**src/sv/ioset_pkg.sv**
```systemverilog
// shared types, sizes and opcodes for the insertion-ordered integer set
package ioset_pkg;

    // store size and the widths that follow from it
    localparam int SET_CAPACITY = 16;
    localparam int CNT_W = $clog2(SET_CAPACITY + 1);
    localparam int IDX_W = (SET_CAPACITY > 1) ? $clog2(SET_CAPACITY) : 1;

    // opcodes
    localparam logic [1:0] OP_ADD    = 2'd0;
    localparam logic [1:0] OP_REMOVE = 2'd1;
    localparam logic [1:0] OP_QUERY  = 2'd2;
    localparam logic [1:0] OP_CLEAR  = 2'd3;

    // command word
    typedef struct packed {
        logic [1:0]   opcode;
        logic signed [31:0] value;
    } t_set_req;

    // result word
    typedef struct packed {
        logic       ok;
        logic       full_reject;
        logic [4:0] member_count;
    } t_set_rsp;

endpackage

```
**src/sv/insertion_ordered_int_set_top.sv**
```systemverilog
// insertion-ordered set of distinct 32-bit integers with one shared comparator
//
// Each command word (add, remove, membership query, clear) is taken at a clock
// edge where start is high and busy is low; busy then stays high until the
// result word appears on o_rsp, marked by o_done for exactly one cycle (clear
// never raises busy). The receiver cannot stall: o_done is a strobe, while
// o_rsp holds the word until the next result. Members sit packed in
// insertion order in a 16-entry memory with a registered read port, and a
// single comparator walks them one entry per cycle. Add and query stop at the
// first match or after the last member. Remove of a member stops at the match
// and then shifts each later member down one place through the same memory
// port; remove of an absent value stops after the last member. Clear answers
// on the cycle after acceptance. Reset empties the set at once.
module insertion_ordered_int_set_top (
    input  logic               i_clk,
    input  logic               i_rst_n,
    input  logic               start,
    input  ioset_pkg::t_set_req i_req,
    output logic               busy,
    output logic               o_done,
    output ioset_pkg::t_set_rsp o_rsp
);
    import ioset_pkg::*;

    // sequencer states
    localparam logic [1:0] S_IDLE   = 2'd0;
    localparam logic [1:0] S_SEARCH = 2'd1;
    localparam logic [1:0] S_SHIFT  = 2'd2;

    logic [1:0]       r_state, n_state;
    logic [CNT_W-1:0] r_count, n_count;
    logic [CNT_W-1:0] r_idx, n_idx;
    logic             r_sh_v, n_sh_v;
    logic [1:0]       r_op, n_op;
    logic [31:0]      r_value, n_value;
    logic             r_done, n_done;
    t_set_rsp         r_rsp, n_rsp;

    // member store and its ports
    logic [31:0]      mem [SET_CAPACITY];
    logic [31:0]      r_rdata;
    logic             mem_we;
    logic [IDX_W-1:0] mem_waddr;
    logic [31:0]      mem_wdata;
    logic [IDX_W-1:0] rd_addr;

    logic             hit;
    logic             accept;

    assign accept  = start && !busy;
    assign rd_addr = r_idx[IDX_W-1:0];
    // the word read last cycle belongs to position r_idx - 1
    assign hit     = (r_idx != '0) && (r_rdata == r_value);

    // sequencer and result assembly
    always_comb begin
        n_state   = r_state;
        n_count   = r_count;
        n_idx     = r_idx;
        n_sh_v    = r_sh_v;
        n_op      = r_op;
        n_value   = r_value;
        n_done    = 1'b0;
        n_rsp     = r_rsp;
        mem_we    = 1'b0;
        mem_waddr = r_count[IDX_W-1:0];
        mem_wdata = r_value;

        case (r_state)
            S_IDLE: begin
                if (accept) begin
                    n_op    = i_req.opcode;
                    n_value = i_req.value;
                    n_idx   = '0;
                    if (i_req.opcode == OP_CLEAR) begin
                        n_count                  = '0;
                        n_done                   = 1'b1;
                        n_rsp.ok                 = 1'b1;
                        n_rsp.full_reject        = 1'b0;
                        n_rsp.member_count       = '0;
                    end else begin
                        n_state = S_SEARCH;
                    end
                end
            end
            S_SEARCH: begin
                if (hit) begin
                    if (r_op == OP_REMOVE) begin
                        // r_idx already points one past the match
                        n_sh_v  = 1'b0;
                        n_state = S_SHIFT;
                    end else begin
                        n_state            = S_IDLE;
                        n_done             = 1'b1;
                        n_rsp.ok           = (r_op == OP_QUERY);
                        n_rsp.full_reject  = 1'b0;
                        n_rsp.member_count = 5'(r_count);
                    end
                end else if (r_idx == r_count) begin
                    // every member compared, no match
                    n_state           = S_IDLE;
                    n_done            = 1'b1;
                    n_rsp.ok          = 1'b0;
                    n_rsp.full_reject = 1'b0;
                    if (r_op == OP_ADD) begin
                        if (r_count < CNT_W'(SET_CAPACITY)) begin
                            mem_we   = 1'b1;
                            n_count  = r_count + 1'b1;
                            n_rsp.ok = 1'b1;
                        end else begin
                            n_rsp.full_reject = 1'b1;
                        end
                    end
                    n_rsp.member_count = 5'(n_count);
                end else begin
                    n_idx = r_idx + 1'b1;
                end
            end
            S_SHIFT: begin
                // move the word read last cycle down one place
                if (r_sh_v) begin
                    mem_we    = 1'b1;
                    mem_waddr = IDX_W'(r_idx - CNT_W'(2));
                    mem_wdata = r_rdata;
                end
                if (r_idx == r_count) begin
                    n_state            = S_IDLE;
                    n_count            = r_count - 1'b1;
                    n_done             = 1'b1;
                    n_rsp.ok           = 1'b1;
                    n_rsp.full_reject  = 1'b0;
                    n_rsp.member_count = 5'(n_count);
                end else begin
                    n_idx  = r_idx + 1'b1;
                    n_sh_v = 1'b1;
                end
            end
            default: begin
                n_state = S_IDLE;
            end
        endcase
    end

    // control registers
    always_ff @(posedge i_clk) begin
        if (!i_rst_n) begin
            r_state <= S_IDLE;
            r_count <= '0;
            r_done  <= 1'b0;
            r_idx   <= '0;
            r_sh_v  <= 1'b0;
        end else begin
            r_state <= n_state;
            r_count <= n_count;
            r_done  <= n_done;
            r_idx   <= n_idx;
            r_sh_v  <= n_sh_v;
        end
    end

    // payload registers
    always_ff @(posedge i_clk) begin
        r_op    <= n_op;
        r_value <= n_value;
        r_rsp   <= n_rsp;
    end

    // member memory, one write and one registered read per cycle
    always_ff @(posedge i_clk) begin
        if (mem_we) begin
            mem[mem_waddr] <= mem_wdata;
        end
        r_rdata <= mem[rd_addr];
    end

    assign busy   = (r_state != S_IDLE);
    assign o_done = r_done;
    assign o_rsp  = r_rsp;

    // checks
    a_count_range: assert property (@(posedge i_clk) disable iff (!i_rst_n)
        r_count <= CNT_W'(SET_CAPACITY))
        else $error("member count beyond capacity");

    a_done_on_finish: assert property (@(posedge i_clk) disable iff (!i_rst_n)
        $fell(busy) |-> o_done)
        else $error("sequencer finished without a result strobe");

    a_count_reported: assert property (@(posedge i_clk) disable iff (!i_rst_n)
        o_done |-> (o_rsp.member_count == 5'(r_count)))
        else $error("reported count differs from stored count");

    a_shift_bounds: assert property (@(posedge i_clk) disable iff (!i_rst_n)
        (r_state == S_SHIFT) |-> ((r_idx != '0) && (r_idx <= r_count)))
        else $error("shift pointer outside the occupied entries");

    a_reject_not_ok: assert property (@(posedge i_clk) disable iff (!i_rst_n)
        (o_done && o_rsp.full_reject) |-> (!o_rsp.ok
            && r_count == CNT_W'(SET_CAPACITY)))
        else $error("full reject with ok set or store not full");

endmodule

```
**config.mk**
```make
export PLATFORM = sky130hd
export DESIGN_NAME = insertion_ordered_int_set_top
export DESIGN_NICKNAME = d
export VERILOG_FILES = /design/src/sv/ioset_pkg.sv /design/src/sv/insertion_ordered_int_set_top.sv
export SDC_FILE = /design/constraint.sdc
export NUM_CORES = 1
export LEC_CHECK = 0
export BUFFER_PORTS_ARGS = -buffer_cell sky130_fd_sc_hd__buf_2
export CAP_MARGIN = 20
export CORE_UTILIZATION = 60
export DETAILED_ROUTE_END_ITERATION = 8
export GPL_ROUTABILITY_DRIVEN = 0
export GPL_TIMING_DRIVEN = 0
export MAX_ROUTING_LAYER = met4
export PLACE_DENSITY_LB_ADDON = 0.12
export SYNTH_ARGS = -nofsm -noshare
export SYNTH_HDL_FRONTEND = slang
export SYNTH_SLANG_ARGS = --single-unit
```
**constraint.sdc**
```tcl
create_clock -name i_clk -period 6.2 [get_ports i_clk]
set_clock_uncertainty 0.05 [all_clocks]
set_input_delay 0.31 -clock i_clk [delete_from_list [all_inputs] [get_ports i_clk]]
set_output_delay 0.31 -clock i_clk [all_outputs]
set_load 0.05 [all_outputs]
```
==> results of run 1 <==
layer usage:
| metal | vias up | GRT usage (%) | wire length [microns] |
|---|---|---|---|
| met5 | - | - | 0 |
| met4 | 0 | 9.87 | 1800 |
| met3 | 137 | 4.81 | 4530 |
| met2 | 626 | 46.9 | 27200 |
| met1 | 6317 | 40.8 | 21700 |
| li1 | 4976 | - | - |
through the flow:
step | instance area [sq um] | hold WS (ps) | utilization [%] | cells | TNS, ps
detailed placement | 24900 | 438 | 65.4 | 1699 | 0
floorplan | 23400 | 359 | - | 1111 | 0
finish | 27200 | 150 | 71.6 | 1848 | 0
global route | 27200 | 170 | 71.6 | 1848 | 0
global placement | 24300 | 436 | 63.8 | 1666 | -510550
CTS | 27100 | 121 | 71.4 | 1842 | 0
cells in the mapped netlist, types with 3 or more instances:
library cell,number
mux2i_1,6
a31oi_1,4
nor4_1,14
buf_1,7
o22ai_1,4
nand4_1,6
o31ai_1,3
inv_1,14
nand2_1,32
nor2_1,31
nor3_1,12
mux4_2,160
mux2_2,32
edfxtp_1,553
ha_1,10
a221oi_1,3
o21ai_0,9
clkbuf_1,38
nand3_1,25
xnor2_1,6
buf_2,9
or3_1,3
o21a_1,3
a21oi_1,10
dfxtp_1,46
xor2_1,34
tightest hold or removal path, delay by kind of cell:
| kind | cells | cell delay [ps] |
|---|---|---|
| buffers and inverters | 1 | 120 |
| AOI/OAI and AO/OA | 2 | 200 |
| and+or+nand+nor | 1 | 130 |
power by group through the flow:
stage                      logic, W  clock network (W)  registers (W)
after floorplan           0.0000917                  0        0.00455
after global placement     0.000164                  0        0.00455
after detailed placement   0.000175                  0        0.00455
after CTS                  0.000192            0.00354        0.00446
after global routing       0.000208            0.00370        0.00446
final                      0.000194            0.00352        0.00446
final timing paths:
kind | startpoint | to | cells past startpoint
setup / recovery | r_idx[1]$_SDFFE_PN0P_ | mem[0][25]$_DFFE_PP_ | 14
hold / removal | start | r_state[0]$_SDFFE_PN0P_ | 4
setup reg to reg | r_idx[1]$_SDFFE_PN0P_ | mem[0][25]$_DFFE_PP_ | 14
hold reg to reg | r_state[0]$_SDFFE_PN0P_ | r_state[0]$_SDFFE_PN0P_ | 2
cells by family after synthesis:
group	count (synthesis)	share of synthesized area (%)
and+or+nand+nor	135	2.82
DFF	599	74.9
xor gates and xnor gates	40	1.50
adders and majority gates	10	0.535
muxes	198	17.2
AOI/OAI and AO/OA	58	1.80
buffers and inverters	71	1.25
registers in the layout (all words and copies together) (netlist names):
signal and cells:
r_state 2, r_sh_v 1, r_op 2, o_done 1, r_count 5, r_rdata 32, r_idx 5, o_rsp 7
mem 512, r_value 32
cells in the final DEF, fill, tap and decap left out, types with 13 or more instances in the layout:
cell type      count
inv_1             13
nand2_1           32
nor2_1            19
nor4_1            14
dfxtp_1           46
nand3_1           25
buf_6             16
clkbuf_1          56
edfxtp_1         553
mux4_2           160
xor2_1            34
dlygate4sd3_1     34
mux2_2            32
clkbuf_16         58
buf_2             53
area by class of cell:
cell class	count	area share [%]
Buffer	57	0.883
Clock buffer	88	6.19
Clock inverter	21	0.874
Inverter	14	0.193
Multi-Input combinational cell	441	20.9
Sequential cell	599	64.4
Tap cell	511	2.35
Timing Repair Buffer	117	4.19
==> flow_metrics.tcl, run 1 <==
set metrics [dict create \
    cp_common_cell "clkbuf_1" \
    rows 71 \
    syn2layout_area_growth_pct 16.3 \
    multiInputGateArea_sq_um 5690 \
    synth-main-ff-cell "edfxtp_1" \
    die_w_microns 199 \
    cts-root-buf "clkbuf_16" \
    synth-edff-count 553 \
    synth_top_area_share_pct 71.0 \
    synth_cells 1111 \
    hp-class "input port to register" \
    dieArea_sq_um 39800 \
    yosysSeqAreaShare_pct 74.9 \
    post-dp-hpwl_microns 34500 \
    clkTransAtPathRegs_ps 60 \
    yosys_warnings 0 \
    routedWlPerCell_microns 29.9 \
    core_sq_um 38000 \
    power_frac_comb_pct 2.4 \
    path_delay_family "buffers and inverters" \
    place_worst_setup_slack_ps 958 \
    dr.pass1.iters 5 \
    antenna_left 0 \
    p_total_w 0.00817 \
    slew_viol_final 0 \
    cts_post_setup_buffers_inserted 0 \
    avgSynthCellArea_sq_um 21.1 \
    cpMaxStageDelayCell "a21oi_2" \
    slowest_delay_ps 750 \
    post-route-drc-count 0 \
    cts_tree "done" \
    irDropWorstVdd_mv 0.287 \
    worstPathCellList "clkbuf_1, clkbuf_1, buf_2, inv_1, ha_1, nor4b_1, nor4_1, nand4_1, or3_1, buf_4, a21oi_2, nor3_2, buf_8, buf_6" \
    maxCapViolations 0 \
    required_ps 6510 \
    p_sw_share_pct 20.0 \
    rsz0062_at_grt "false" \
    antenna_cells_inserted 0 \
    end_kind "register" \
    cts.sinks 599 \
    vias_per_cell 6.52 \
    insertion_delay_ps 610 \
    drt-initial-drc-count 1261 \
    slew_headroom_pct 26.2 \
    grt_max_degree 26 \
    antenna_found_initial 0 \
    finalSetupViolCount 0 \
    grt_pass1_vias 12000 \
    grt-ovfl-total 0 \
    critPathArrivalTime_ps 5760 \
    synth_top_area_cell "edfxtp_1" \
    grt_usage_pct 30.0 \
    ys_top_cells_by_area "edfxtp_1 71%, mux4_2 15%, dfxtp_1 3.9%, mux2_2 1.5%, xor2_1 1.3%" \
    routed_wl_microns 55200 \
    cts_resized 0 \
    cellInternalPower_w 0.00654 \
    worst-path-buf-inv 7 \
    clkPwrFrac_pct 43.1 \
    ioPinCount 46 \
    finalCritPeriodShare_pct 87.8 \
    outcome "finished clean" \
    min_period_ps 5440 \
    fmax_mhz 184 \
    cts_made_buffers 58 \
    async_flop_share_pct 0 \
    portBuffers 44 \
    worst_pin_slew_ps 1110 \
    seq_power_share_pct 54.6 \
    drive_gt1_share_pct 29.5 \
    start_util_pct 61.5 \
    grt_first_pass_wirelength_microns 79900 \
    layout.nets 1335 \
    leakage_nw 8.50 \
    dieHeight_microns 199 \
    syn-num-nets 1158 \
    rrSetupSlack_ps 760 \
    worstPathMaxFanout 10 \
    hold_viol 0 \
    power.density_nw_per_um2 300 \
    start_kind "register" \
    synth_seq_cells 599 \
    synth_cell_type_count 53 \
    htreeDepth 2 \
    cts_hold_buffers 34 \
    critical_path_class "register to register" \
    clockBufferDepth 3 \
    synth_area_sq_um 23400 \
    p_sw_w 0.00163 \
    vias 12100 \
    seq_area_sq_um 17500 \
    fillers 2288 \
    worst_slack_ps 756 \
]
(Power assumes the default switching activity.)
==> inputs of run 2 (changes only) <==
--- a/config.mk
+++ b/config.mk
@@ -5,14 +5,15 @@
 export SDC_FILE = /design/constraint.sdc
 export NUM_CORES = 1
 export LEC_CHECK = 0
-export BUFFER_PORTS_ARGS = -buffer_cell sky130_fd_sc_hd__buf_2
+export BUFFER_PORTS_ARGS = -buffer_cell sky130_fd_sc_hd__buf_4
 export CAP_MARGIN = 20
 export CORE_UTILIZATION = 60
 export DETAILED_ROUTE_END_ITERATION = 8
 export GPL_ROUTABILITY_DRIVEN = 0
 export GPL_TIMING_DRIVEN = 0
 export MAX_ROUTING_LAYER = met4
-export PLACE_DENSITY_LB_ADDON = 0.12
+export PLACE_DENSITY = 0.83
 export SYNTH_ARGS = -nofsm -noshare
 export SYNTH_HDL_FRONTEND = slang
 export SYNTH_SLANG_ARGS = --single-unit
+export TNS_END_PERCENT = 100
==> run 2 against run 1 <==
  * Sequential cell count is the same
  * Sequential power is essentially flat
  * Final area grew 0.29%
  * Via count grew 6.0%
  * Combinational power grew 6%
  * Fmax shrank 8.3%
  * First-iteration DRC count grew 44%
  * Critical path depth grew 1
  * Final cell count shrank 0.16%
  * Clock power shrank 2%
  * Core utilization grew 0.21 points
  * Worst hold slack lost 61 ps
==> flow_metrics.tcl, run 2 (same netlist as run 1, synthesis figures left out) <==
set metrics [dict create \
    maxCapViolations 0 \
    cts-root-buf "clkbuf_16" \
    insertion_delay_ps 640 \
    dr.pass1.iters 6 \
    fmax_mhz 168 \
    cts_post_setup_buffers_inserted 0 \
    layout_common_cells "553 x edfxtp_1, 160 x mux4_2, 57 x clkbuf_16" \
    top_regs "mem: 512 flops, r_rdata: 32 flops, r_value: 32 flops" \
    grt_usage_pct 32.6 \
    final_cells 1845 \
    slew_headroom_pct 23.1 \
    irDropWorstVdd_mv 0.262 \
    finalSetupViolCount 0 \
    dieHeight_microns 199 \
    drt-initial-drc-count 1820 \
    routed_wl_microns 60100 \
    clockBufferDepth 3 \
    post-route-drc-count 0 \
    end_kind "register" \
    worstPathMaxFanout 10 \
    grt_max_degree 32 \
    leakage_nw 8.52 \
    place_worst_setup_slack_ps 796 \
    design_area_sq_um 27300 \
    portBuffers 44 \
    finalCritPeriodShare_pct 95.8 \
    p_total_w 0.00811 \
    dieArea_sq_um 39800 \
    tns_ps 0 \
    start_kind "register" \
    post-dp-hpwl_microns 34100 \
    largest_reg_flops 512 \
    ioPinCount 46 \
    start_util_pct 61.5 \
    antenna_left 0 \
    vias_per_cell 6.93 \
    syn2layout_area_growth_pct 16.6 \
    dp.cells 1699 \
    worst-path-buf-inv 8 \
    rsz0062_at_grt "false" \
    cpMaxStageDelayCell "a21oi_2" \
    cts_made_buffers 56 \
    rows 71 \
    fillers 2120 \
    slew_viol_final 0 \
    hp-class "input port to register" \
    routedWlPerCell_microns 32.6 \
    grt_pass1_vias 12800 \
    path_delay_family "buffers and inverters" \
    critPathArrivalTime_ps 6250 \
    critical_path_class "register to register" \
    hold_viol 0 \
    top_register "mem" \
    placed_area_sq_um 25000 \
    outcome "finished clean" \
    cts_tree "done" \
    antenna_cells_inserted 0 \
    slowest_delay_ps 780 \
    required_ps 6520 \
    htreeDepth 2 \
    clkTransAtPathRegs_ps 60 \
    drive_gt1_share_pct 29.6 \
    layout.nets 1334 \
    grt_first_pass_wirelength_microns 86400 \
    power.density_nw_per_um2 297 \
    grt-ovfl-total 0 \
    worst_pin_slew_ps 1150 \
    core_sq_um 38000 \
    die_w_microns 199 \
    worst_slack_ps 262 \
    antenna_found_initial 0 \
    worstPathCellList "clkbuf_1, clkbuf_1, buf_2, inv_1, ha_1, nor4b_1, nor4_1, nand4_1, or3_1, buf_4, a21oi_2, nor3_2, buf_6, buf_6, buf_8" \
    vias 12800 \
    final_common_cell "edfxtp_1" \
    cts.sinks 599 \
    min_period_ps 5940 \
]
run 2: cell types whose count changed in the layout (fill, tap and decap cells not counted), moves of 2 or more:
cell      before  now
buf_8          8   10
clkinv_2       4    9
inv_6          2    0
buf_2         53    9
clkbuf_8      12    9
clkbuf_1      56   52
buf_4          5   47
run 2: power breakdown:
part | total (W) | switching [W] | internal (W)
Clock | 0.00344 | 0.00150 | 0.00193
Sequential | 0.00446 | 0.0000196 | 0.00444
Combinational | 0.000206 | 0.000141 | 0.0000655
Total | 0.00811 | 0.00166 | 0.00644
run 2: final cells by class:
type / instances / area [sq um] / area share (%)
timing repair buffer: 118 / 1280 / 4.70
clock inverter: 25 / 254 / 0.931
inverter: 14 / 52.6 / 0.193
clock buffer: 80 / 1600 / 5.87
buffer: 57 / 240 / 0.880
multi-input combinational: 441 / 5690 / 20.9
tap: 511 / 639 / 2.34
sequential: 599 / 17500 / 64.2
run 2: final timing paths:
| kind | slack [ps] | startpoint | end | cells after the start |
|---|---|---|---|---|
| min reg2reg | 500 | r_sh_v$_SDFFE_PN0P_ | r_sh_v$_SDFFE_PN0P_ | 2 |
| max | 260 | r_idx[1]$_SDFFE_PN0P_ | mem[4][22]$_DFFE_PP_ | 15 |
| min | 90 | start | r_value[31]$_DFFE_PP_ | 3 |
| max reg2reg | 260 | r_idx[1]$_SDFFE_PN0P_ | mem[4][22]$_DFFE_PP_ | 15 |
run 2: worst min-delay path, stage by stage:
cell and delay [ps]:
buf_4 100, nand2_1 70, inv_2 120
run 2: per-layer routing:
layer | up-vias | wire length (microns) | global-route usage (%)
li1 | 4963 | - | -
met1 | 6455 | 20900 | 42.5
met2 | 1144 | 28500 | 49.6
met3 | 221 | 7750 | 7.53
met4 | 0 | 2910 | 14.4
met5 | - | 0 | -
run 2: per-stage QoR:
stage                     util [%]  hold slack [ps]
after floorplan                  -              359
after global placement        64.1              438
after detailed placement      65.7              439
after CTS                     71.5             71.7
after global routing          71.8              128
final                         71.8             89.7
run 2: repair_timing:
action	in CTS	in global routing
resized for setup	0	0
hold buffers	34	0
endpoints found under the hold margin	34	0
endpoints found under the setup margin	0	0
==> inputs of run 3 (changes only) <==
--- a/config.mk
+++ b/config.mk
@@ -10,7 +10,6 @@
 export CORE_UTILIZATION = 60
 export DETAILED_ROUTE_END_ITERATION = 8
 export GPL_ROUTABILITY_DRIVEN = 0
-export GPL_TIMING_DRIVEN = 0
 export MAX_ROUTING_LAYER = met4
 export PLACE_DENSITY = 0.83
 export SYNTH_ARGS = -nofsm -noshare
==> run 3 against run 2 <==
  * Largest cell class unchanged
  * Final area decreased by 2.2%
  * Sequential cell count unchanged
  * Die area unchanged
  * Highest routed layer unchanged
  * Total power decreased by 1.3%
  * Critical endpoint is now mem[0][12]$_DFFE_PP_
  * Sequential share of layout area increased by 1.5 points
  * Largest power group unchanged
==> flow_metrics.tcl, run 3 (same netlist as run 1, synthesis figures left out) <==
set metrics [dict create \
    outcome "finished clean" \
    worstPathCellList "inv_1, ha_1, nor4b_1, nor4_1, nand4_1, or3_1, a21oi_2, nor3_2, buf_4" \
    power.density_nw_per_um2 300 \
    start_kind "register" \
    p_total_w 0.00800 \
    antenna_found_initial 0 \
    vias 11600 \
    cts_post_setup_buffers_inserted 0 \
    routedWlPerCell_microns 28.6 \
    drt-initial-drc-count 1327 \
    seq_power_share_pct 55.7 \
    cellInternalPower_w 0.00642 \
    worstPathMaxFanout 63 \
    antenna_left 0 \
    min_period_ps 4720 \
    syn2layout_area_growth_pct 14.0 \
    clkPwrFrac_pct 41.7 \
    final_cells 1770 \
    largest_reg_flops 512 \
    critPathArrivalTime_ps 4970 \
    end_kind "register" \
    final_common_cell "edfxtp_1" \
    drive_gt1_share_pct 29.0 \
    irDropWorstVdd_mv 0.299 \
    top_register "mem" \
    antenna_cells_inserted 0 \
    top_regs "mem: 512 flops, r_rdata: 32 flops, r_value: 32 flops" \
    clkTransAtPathRegs_ps 60 \
    htreeDepth 2 \
    finalSetupViolCount 0 \
    required_ps 6460 \
    slew_viol_final 0 \
    grt_max_degree 74 \
    grt_usage_pct 27.3 \
    seq_area_sq_um 17500 \
    cts-root-buf "clkbuf_16" \
    slowest_delay_ps 930 \
    dr.pass1.iters 7 \
    grt_pass1_vias 11800 \
    critical_path_class "register to register" \
    dieHeight_microns 199 \
    cts_made_buffers 55 \
    leakage_nw 8.25 \
    cts.sinks 599 \
    worst_pin_slew_ps 1060 \
    ioPinCount 46 \
    core_sq_um 38000 \
    start_util_pct 61.5 \
    insertion_delay_ps 600 \
    layout.nets 1262 \
    routed_wl_microns 50600 \
    p_sw_share_pct 19.7 \
    fmax_mhz 212 \
    post-dp-hpwl_microns 28200 \
    slew_headroom_pct 29.1 \
    tns_ps 0 \
    dp.cells 1627 \
    fillers 2170 \
    cpMaxStageDelayCell "dfxtp_4" \
    finalCritPeriodShare_pct 76.1 \
    cts_tree "done" \
    multiInputGateArea_sq_um 5690 \
    power_frac_comb_pct 2.5 \
    clockBufferDepth 3 \
    hp-class "input port to register" \
    layout_common_cells "553 x edfxtp_1, 160 x mux4_2, 62 x buf_4" \
    die_w_microns 199 \
    grt_first_pass_wirelength_microns 74700 \
    vias_per_cell 6.56 \
    dieArea_sq_um 39800 \
    rows 71 \
    rsz0062_at_grt "false" \
    portBuffers 45 \
    hold_viol 0 \
    maxCapViolations 0 \
    p_sw_w 0.00158 \
    grt-ovfl-total 0 \
    post-route-drc-count 0 \
]
-- run 3: cell count changes in the layout (fill, tap and decap cells not counted), moves of 4 or more --
cell      delta
buf_1        -7
clkinv_2     -5
buf_2        -9
buf_6       -17
buf_8       -10
clkbuf_1    -34
buf_4       +15
dfxtp_1      -4
buf_12       -7
-- run 3: power by group through the flow --
stage	combinational, W	sequential (W)	clock, W
global route	0.000218	0.00446	0.00352
detailed placement	0.000183	0.00455	0
floorplan	0.0000917	0.00455	0
global placement	0.000174	0.00455	0
CTS	0.000203	0.00446	0.00337
finish	0.000204	0.00446	0.00334
-- run 3: worst paths after layout --
kind / cells after the start / to / from / slack, ps
setup reg to reg: 9 / mem[0][12]$_DFFE_PP_ / r_idx[1]$_SDFFE_PN0P_ / 1480
hold reg to reg: 2 / r_state[0]$_SDFFE_PN0P_ / r_state[0]$_SDFFE_PN0P_ / 490
hold / removal: 4 / o_done$_SDFF_PN0_ / start / 150
setup / recovery: 9 / mem[0][12]$_DFFE_PP_ / r_idx[1]$_SDFFE_PN0P_ / 1480
-- run 3: worst max-delay path: cells and delay by family (launching register included) --
family          cells  cell delay [ps]
buf+inv             2              590
compound gates      1              820
simple gates        5             1730
fa+ha+maj           1              250
flops               1              930
-- run 3: final cells by class --
type | count | share of cell area [%]
Timing Repair Buffer | 104 | 3.67
Tap cell | 511 | 2.40
Sequential cell | 599 | 65.7
Inverter | 14 | 0.197
Clock buffer | 84 | 6.06
Clock inverter | 17 | 0.610
Multi-Input combinational cell | 441 | 21.3
-- run 3: what timing repair did --
action                    4_1_cts  5_1_grt
hold endpoints to repair       36        0
gates resized for setup         0        0
hold buffers                   35        0
-- run 3: stage by stage --
stage	hold slack (ps)	utilization [%]	cell area, sq um	setup slack (ps)
after floorplan	359	-	23400	1230
after global placement	438	64.1	24400	1790
after detailed placement	439	64.1	24400	1670
after CTS	122	69.7	26500	1620
after global routing	185	70.2	26700	1360
final	148	70.2	26700	1480
-- run 3: per-layer routing --
layer  global-route usage, %  vias to the layer above  part of all wire [%]
met1                    35.5                     5987                    38
met4                    11.1                        0                   3.4
met2                    42.6                      680                    50
li1                        -                     4835                     -
met5                       -                        -                     0
met3                    5.74                      111                   8.5
